## config.mk

```make
export PLATFORM = sky130hd
export DESIGN_NAME = binary_to_decimal_digits_top
export DESIGN_NICKNAME = d
export VERILOG_FILES = /design/src/b2d_pkg.sv /design/src/b2d_dabble.sv /design/src/binary_to_decimal_digits_top.sv
export SDC_FILE = /design/constraint.sdc
export NUM_CORES = 1
export LEC_CHECK = 0
export ABC_AREA = 1
export BUFFER_PORTS_ARGS = -buffer_cell sky130_fd_sc_hd__buf_2
export CORE_MARGIN = 4
export CORE_UTILIZATION = 38
export DETAILED_ROUTE_END_ITERATION = 10
export GPL_TIMING_DRIVEN = 1
export HOLD_SLACK_MARGIN = 0.15
export PLACE_DENSITY = 0.62
export SLEW_MARGIN = 20
export SYNTH_ARGS = -nofsm -noshare
export SYNTH_HDL_FRONTEND = slang
export SYNTH_SLANG_ARGS = --single-unit
```

## constraint.sdc

```tcl
create_clock -name clk_i -period 7.8 [get_ports clk_i]
set_clock_uncertainty 0.05 [all_clocks]
set_input_delay 1.56 -clock clk_i [delete_from_list [all_inputs] [get_ports clk_i]]
set_output_delay 1.56 -clock clk_i [all_outputs]
set_load 0.005 [all_outputs]
```

## src/b2d_pkg.sv

```systemverilog
// shared constants and power-of-ten table for the binary to decimal digit splitter
`timescale 1ns / 1ps

package b2d_pkg;

  localparam int unsigned DIGIT_WIDTH = 4;
  localparam int unsigned MAG_WIDTH   = 64;
  localparam int unsigned POS_WIDTH   = 5;

  // weight of the decimal position pos
  function automatic logic [MAG_WIDTH-1:0] pow10(input logic [POS_WIDTH-1:0] pos);
    logic [MAG_WIDTH-1:0] mag;
    unique case (pos)
      5'd0:    mag = 64'd1;
      5'd1:    mag = 64'd10;
      5'd2:    mag = 64'd100;
      5'd3:    mag = 64'd1000;
      5'd4:    mag = 64'd10000;
      5'd5:    mag = 64'd100000;
      5'd6:    mag = 64'd1000000;
      5'd7:    mag = 64'd10000000;
      5'd8:    mag = 64'd100000000;
      5'd9:    mag = 64'd1000000000;
      5'd10:   mag = 64'd10000000000;
      5'd11:   mag = 64'd100000000000;
      5'd12:   mag = 64'd1000000000000;
      5'd13:   mag = 64'd10000000000000;
      5'd14:   mag = 64'd100000000000000;
      5'd15:   mag = 64'd1000000000000000;
      5'd16:   mag = 64'd10000000000000000;
      5'd17:   mag = 64'd100000000000000000;
      5'd18:   mag = 64'd1000000000000000000;
      5'd19:   mag = 64'd10000000000000000000;
      default: mag = 64'd1;
    endcase
    return mag;
  endfunction

endpackage

```

## src/b2d_dabble.sv

```systemverilog
// one shift-and-add-3 step of the binary to bcd conversion
`timescale 1ns / 1ps

module b2d_dabble #(
  parameter int unsigned NUM_DIGITS = 20
) (
  input  logic [NUM_DIGITS*b2d_pkg::DIGIT_WIDTH-1:0] bcd_i,
  input  logic                                       bit_i,
  output logic [NUM_DIGITS*b2d_pkg::DIGIT_WIDTH-1:0] bcd_o
);

  localparam int unsigned DW    = b2d_pkg::DIGIT_WIDTH;
  localparam int unsigned BCD_W = NUM_DIGITS * DW;

  logic [BCD_W-1:0] adj;

  always_comb begin
    for (int unsigned i = 0; i < NUM_DIGITS; i++) begin
      if (bcd_i[i*DW +: DW] >= DW'(5)) begin
        adj[i*DW +: DW] = bcd_i[i*DW +: DW] + DW'(3);
      end else begin
        adj[i*DW +: DW] = bcd_i[i*DW +: DW];
      end
    end
  end

  assign bcd_o = {adj[BCD_W-2:0], bit_i};

endmodule

```

## src/binary_to_decimal_digits_top.sv

```systemverilog
// binary to decimal digit splitter: double dabble conversion, then digit emission
`timescale 1ns / 1ps

// usage
// - raise start_i with value_i; the beat is taken when start_i is high and busy_o low
// - only the low VALUE_WIDTH bits of value_i are used
// - busy_o stays high from the cycle after the beat until the last digit is issued
// - one result per decimal digit, most significant first, leading zeros dropped;
//   a zero value gives a single digit 0 at magnitude 1
// - each result is on digit_o, magnitude_o, last_o for one cycle with valid_o high;
//   last_o marks the units digit; the receiver cannot stall
// timing
// - conversion takes VALUE_WIDTH steps of the shared shift-and-add-3 unit
// - then the digit positions are walked from the top at one position a cycle:
//   leading zeros are skipped, each remaining position emits one result
// - an item holds the block through conversion and emission (NUM_DIGITS = 20
//   at 64 bits); a new start can be taken in the cycle of the last result
// reset
// - rst_ni clears the sequencer and valid_o; no results are pending after reset
module binary_to_decimal_digits_top #(
  parameter int unsigned VALUE_WIDTH = 64
) (
  input  logic                                clk_i,
  input  logic                                rst_ni,
  input  logic                                start_i,
  output logic                                busy_o,
  input  logic [63:0]                         value_i,
  output logic                                valid_o,
  output logic [b2d_pkg::DIGIT_WIDTH-1:0]     digit_o,
  output logic [b2d_pkg::MAG_WIDTH-1:0]       magnitude_o,
  output logic                                last_o
);

  localparam int unsigned DW         = b2d_pkg::DIGIT_WIDTH;
  localparam int unsigned NUM_DIGITS = ((VALUE_WIDTH * 1233) >> 12) + 1;
  localparam int unsigned BCD_W      = NUM_DIGITS * DW;
  localparam int unsigned IDX_W      = (NUM_DIGITS > 1) ? $clog2(NUM_DIGITS) : 1;
  localparam int unsigned CNT_W      = $clog2(VALUE_WIDTH);

  localparam logic [1:0] S_IDLE = 2'd0;
  localparam logic [1:0] S_CONV = 2'd1;
  localparam logic [1:0] S_EMIT = 2'd2;

  logic [1:0]             state_q, state_d;
  logic [CNT_W-1:0]       cnt_q, cnt_d;
  logic [IDX_W-1:0]       idx_q, idx_d;
  logic                   lead_q, lead_d;
  logic                   valid_q, valid_d;
  logic [VALUE_WIDTH-1:0] val_q, val_d;
  logic [BCD_W-1:0]       bcd_q, bcd_d;
  logic [BCD_W-1:0]       bcd_step;
  logic [DW-1:0]          digit_q, digit_d;
  logic [b2d_pkg::MAG_WIDTH-1:0] mag_q, mag_d;
  logic                   last_q, last_d;
  logic [DW-1:0]          top_digit;

  b2d_dabble #(
    .NUM_DIGITS(NUM_DIGITS)
  ) u_dabble (
    .bcd_i(bcd_q),
    .bit_i(val_q[VALUE_WIDTH-1]),
    .bcd_o(bcd_step)
  );

  assign top_digit = bcd_q[BCD_W-1 -: DW];

  always_comb begin
    state_d = state_q;
    cnt_d   = cnt_q;
    idx_d   = idx_q;
    lead_d  = lead_q;
    valid_d = 1'b0;
    val_d   = val_q;
    bcd_d   = bcd_q;
    digit_d = digit_q;
    mag_d   = mag_q;
    last_d  = last_q;
    unique case (state_q)
      S_IDLE: begin
        if (start_i) begin
          val_d   = value_i[VALUE_WIDTH-1:0];
          bcd_d   = '0;
          cnt_d   = CNT_W'(VALUE_WIDTH - 1);
          state_d = S_CONV;
        end
      end
      S_CONV: begin
        bcd_d = bcd_step;
        val_d = {val_q[VALUE_WIDTH-2:0], 1'b0};
        if (cnt_q == '0) begin
          idx_d   = IDX_W'(NUM_DIGITS - 1);
          lead_d  = 1'b1;
          state_d = S_EMIT;
        end else begin
          cnt_d = cnt_q - 1'b1;
        end
      end
      S_EMIT: begin
        if (lead_q && top_digit == '0 && idx_q != '0) begin
          // leading zero, skip
          bcd_d = {bcd_q[BCD_W-DW-1:0], {DW{1'b0}}};
          idx_d = idx_q - 1'b1;
        end else begin
          valid_d = 1'b1;
          digit_d = top_digit;
          mag_d   = b2d_pkg::pow10(b2d_pkg::POS_WIDTH'(idx_q));
          last_d  = (idx_q == '0);
          lead_d  = 1'b0;
          if (idx_q == '0) begin
            state_d = S_IDLE;
          end else begin
            bcd_d = {bcd_q[BCD_W-DW-1:0], {DW{1'b0}}};
            idx_d = idx_q - 1'b1;
          end
        end
      end
      default: begin
        state_d = S_IDLE;
      end
    endcase
  end

  always_ff @(posedge clk_i or negedge rst_ni) begin
    if (!rst_ni) begin
      state_q <= S_IDLE;
      cnt_q   <= '0;
      idx_q   <= '0;
      lead_q  <= 1'b0;
      valid_q <= 1'b0;
    end else begin
      state_q <= state_d;
      cnt_q   <= cnt_d;
      idx_q   <= idx_d;
      lead_q  <= lead_d;
      valid_q <= valid_d;
    end
  end

  always_ff @(posedge clk_i) begin
    val_q   <= val_d;
    bcd_q   <= bcd_d;
    digit_q <= digit_d;
    mag_q   <= mag_d;
    last_q  <= last_d;
  end

  assign busy_o      = (state_q != S_IDLE);
  assign valid_o     = valid_q;
  assign digit_o     = digit_q;
  assign magnitude_o = mag_q;
  assign last_o      = last_q;

  a_digit_range: assert property (@(posedge clk_i) disable iff (!rst_ni)
    valid_o |-> digit_o <= DW'(9))
    else $error("digit out of decimal range");

  a_last_units: assert property (@(posedge clk_i) disable iff (!rst_ni)
    (valid_o && last_o) |-> magnitude_o == b2d_pkg::MAG_WIDTH'(1))
    else $error("last beat not at units position");

  a_start_busy: assert property (@(posedge clk_i) disable iff (!rst_ni)
    (start_i && !busy_o) |=> busy_o)
    else $error("accepted item did not raise busy");

  a_digits_contiguous: assert property (@(posedge clk_i) disable iff (!rst_ni)
    (valid_o && !last_o) |=> valid_o)
    else $error("gap between digit beats");

  a_no_beat_idle_conv: assert property (@(posedge clk_i) disable iff (!rst_ni)
    (state_q == S_CONV) |=> !valid_o)
    else $error("result during conversion");

endmodule

```

==> results.toml <==
[run_status]
status = "completed"

[power]
combPwrFrac_pct = 37.6
clkPwrFrac_pct = 20.7
internal-power_mw = 3.15
p_leak_nw = 6.28
p_sw_share_pct = 40.1
power_density_nw_per_um2 = 380
irDropWorstVdd_mv = 0.214
pwr-share-seq_pct = 41.7
power_switching_mw = 2.10

[cells_and_area]
regArea_um2 = 6470
n_antenna_cell = 0
multi_input_area_um2 = 4840
mostFrequentLayoutCell = "nand2_1"
fillers = 3090
final_cell_mix = "537 x nand2_1, 203 x edfxtp_1, 132 x buf_2"
final_nets = 1639
drive_gt1_share_pct = 13.1
area_delta_synth_final_pct = 14.0
stdcell_count = 1934

[global_routing]
grtUsageTotal_pct = 14.5
grt-ovfl-total = 0
grt_max_degree = 89
grt_pass1_vias = 9309
grt_pass1_wl_um = 44200
antenna_found_initial = 0

[yosys]
synth_compound_area_share_pct = 6.41
ys_dominant_reg_cell = "edfxtp_1"
synth-async-reset-ratio_pct = 6.88
synth_cell_types = 37
netlist_area_um2 = 12100
synth_top_family_by_area = "simple AND/OR/NAND/NOR gates"
yosys.area_share.adder_pct = 5.99
postSynthCellCount = 1403
ys.warnings.count = 0
synth_mux_area_share_pct = 0
synthXorXnorAreaFrac_pct = 0.0723
ys_seq_area_share_pct = 53.4
yosys_register_bits = 218
synth_enable_flop_cells = 203
syn_area_per_cell_um2 = 8.64
synthSimpleGateAreaFrac_pct = 27.1

[cts]
path_clk_slew_ns = 0.06
clock_sinks = 218
h-tree-depth = 1
cts_hold_buffers = 0
cts_tree = "done"
worstSkewPairLatency_ns = 0.53
cts_resized = 0
cts_buffer_depth = 3
cts_root_buf = "clkbuf_16"
post_cts_buffers = 0
cts_buffers = 25

[detailed_routing]
drt-total-wl_um = 26000
drtIter0Drc = 750
route.detailed.drc = 0
wl_per_cell_um = 13.4
routed_via_density = 4.93
ant_nets = 0
dr_total_vias = 9532
firstDrtPassIters = 5

[timing]
relSlewSlack_pct = 29.3
fin_crit_ns = 3.19
slew_violations = 0
fin_tns_setup_ns = 0
tightest_slew_ns = 1.06
hold_viol = 0
min_period_over_period_pct = 40.8
setup_viol = 0
hold_ws_ns = 0.418
rsz0062_at_grt = "no"
max_freq_ghz = 0.314

[floorplanning]
initial_core_util_pct = 38.5
core_um2 = 31500
die_w_um = 187
die_h_um = 187
dieArea_um2 = 34800
fp-row-count = 65
io_pins = 138

[job]
cap_violations = 0

[hold_path]
hold_path_class = "flip-flop to flip-flop"

[place]
gp_congestion = 0.860
io_buffers = 132
dpl.hpwl_um = 17300
placedCellCount = 1889

[critical_path]
cp_max_fo = 4
cp-end-kind = "output port"
path_class = "flip-flop to output port"
cp.arrival_ns = 1.58
cp_slowest_stage_delay_ns = 0.43
critPathLaunchType = "flip-flop"
crit_path_top_delay_cell = "dfrtp_1"
crit_chain = "inv_1 -> ha_1 -> inv_1 -> buf_2"
crit_required_ns = 6.19
crit_path_frequent_cell = "inv_1"
[cell families (layout without fill, tap and decap cells)]
| logic type | Yosys count | count (layout) |
|---|---|---|
| fa+ha+maj | 58 | 58 |
| xor+xnor | 1 | 1 |
| flops | 218 | 218 |
| other cells | 1 | 5 |
| simple gates | 792 | 792 |
| compound gates | 133 | 133 |
| buf+inv | 200 | 325 |
[metrics by stage]
step           utilization, %  power (mW)  worst slack, ns  instance area (µm²)
2_1_floorplan               -        3.69             3.28                12100
3_3_place_gp             41.5        4.14             4.53                13100
3_5_place_dp             41.5        4.19             4.53                13100
4_1_cts                  43.9        5.30             4.56                13800
5_1_grt                  43.9        5.73             4.51                13800
6_report                 43.9        5.25             4.61                13800
[path summary, 6_finish.rpt]
| check | start | slack, ns | cells after the start | end |
|---|---|---|---|---|
| max reg2reg | state_q[1] | 4.91 | 8 | idx_q[1] |
| min reg2reg | bcd_q[77] | 0.42 | 0 | digit_o[1] |
| max | state_q[0] | 4.61 | 4 | busy_o |
| min | bcd_q[77] | 0.42 | 0 | digit_o[1] |
| min in group asynchronous | rst_ni | 0.89 | 1 | state_q[1] |
| max in group asynchronous | rst_ni | 6.56 | 1 | valid_o |
[worst max-delay path: cells and delay by family, from the launching register on]
family,cells,cell delay (ns)
adders and majority gates,1,0.20
buffers and inverters,3,0.42
DFF,1,0.43
[synth_stat cells, types with 5 or more instances]
cell / instances / share of area (%)
nor2_1: 92 / 2.8
nand2_2: 5 / 0.26
nand4_1: 41 / 2.1
inv_2: 7 / 0.22
nor3_1: 6 / 0.25
dfrtp_1: 15 / 3.1
buf_1: 8 / 0.25
a21oi_1: 78 / 3.2
buf_2: 28 / 1.2
buf_4: 11 / 0.68
clkbuf_1: 8 / 0.25
o21ai_0: 16 / 0.66
o21ai_1: 5 / 0.21
inv_1: 133 / 4.1
nand3_1: 100 / 4.1
o211ai_1: 23 / 1.4
edfxtp_1: 203 / 50
ha_1: 58 / 6.0
nand2_1: 537 / 17
[power by group through the flow]
stage | sequential [mW] | combinational, mW | clock, mW
after floorplan | 2.11 | 1.58 | 0
after detailed placement | 2.20 | 1.99 | 0
after global placement | 2.20 | 1.94 | 0
after global routing | 2.25 | 2.31 | 1.17
final | 2.19 | 1.98 | 1.09
after CTS | 2.19 | 1.99 | 1.12
[cell type report]
cell class / instances / area share (%)
Timing Repair Buffer: 139 / 5.16
Clock inverter: 13 / 0.743
Multi-Input combinational cell: 989 / 35.1
Clock buffer: 32 / 4.72
Inverter: 141 / 3.85
Sequential cell: 218 / 46.8
Tap cell: 402 / 3.64
[registers in the layout, summed over array words and instances, names as in the netlist]
register and cells:
state_q 2, val_q 64, idx_q 5, last_o 1
valid_o 1, cnt_q 6, magnitude_o 54, digit_o 4
lead_q 1, bcd_q 80
[metal layers]
layer / GRT usage (%) / vias to the layer above / routed length (µm)
met3: 2.94 / 44 / 1740
met2: 24.3 / 302 / 11600
met1: 19.7 / 4326 / 12100
li1: - / 4860 / -
met5: 0 / - / 0
met4: 3.41 / 0 / 552
No activity file was read; power rests on OpenSTA's default activity.
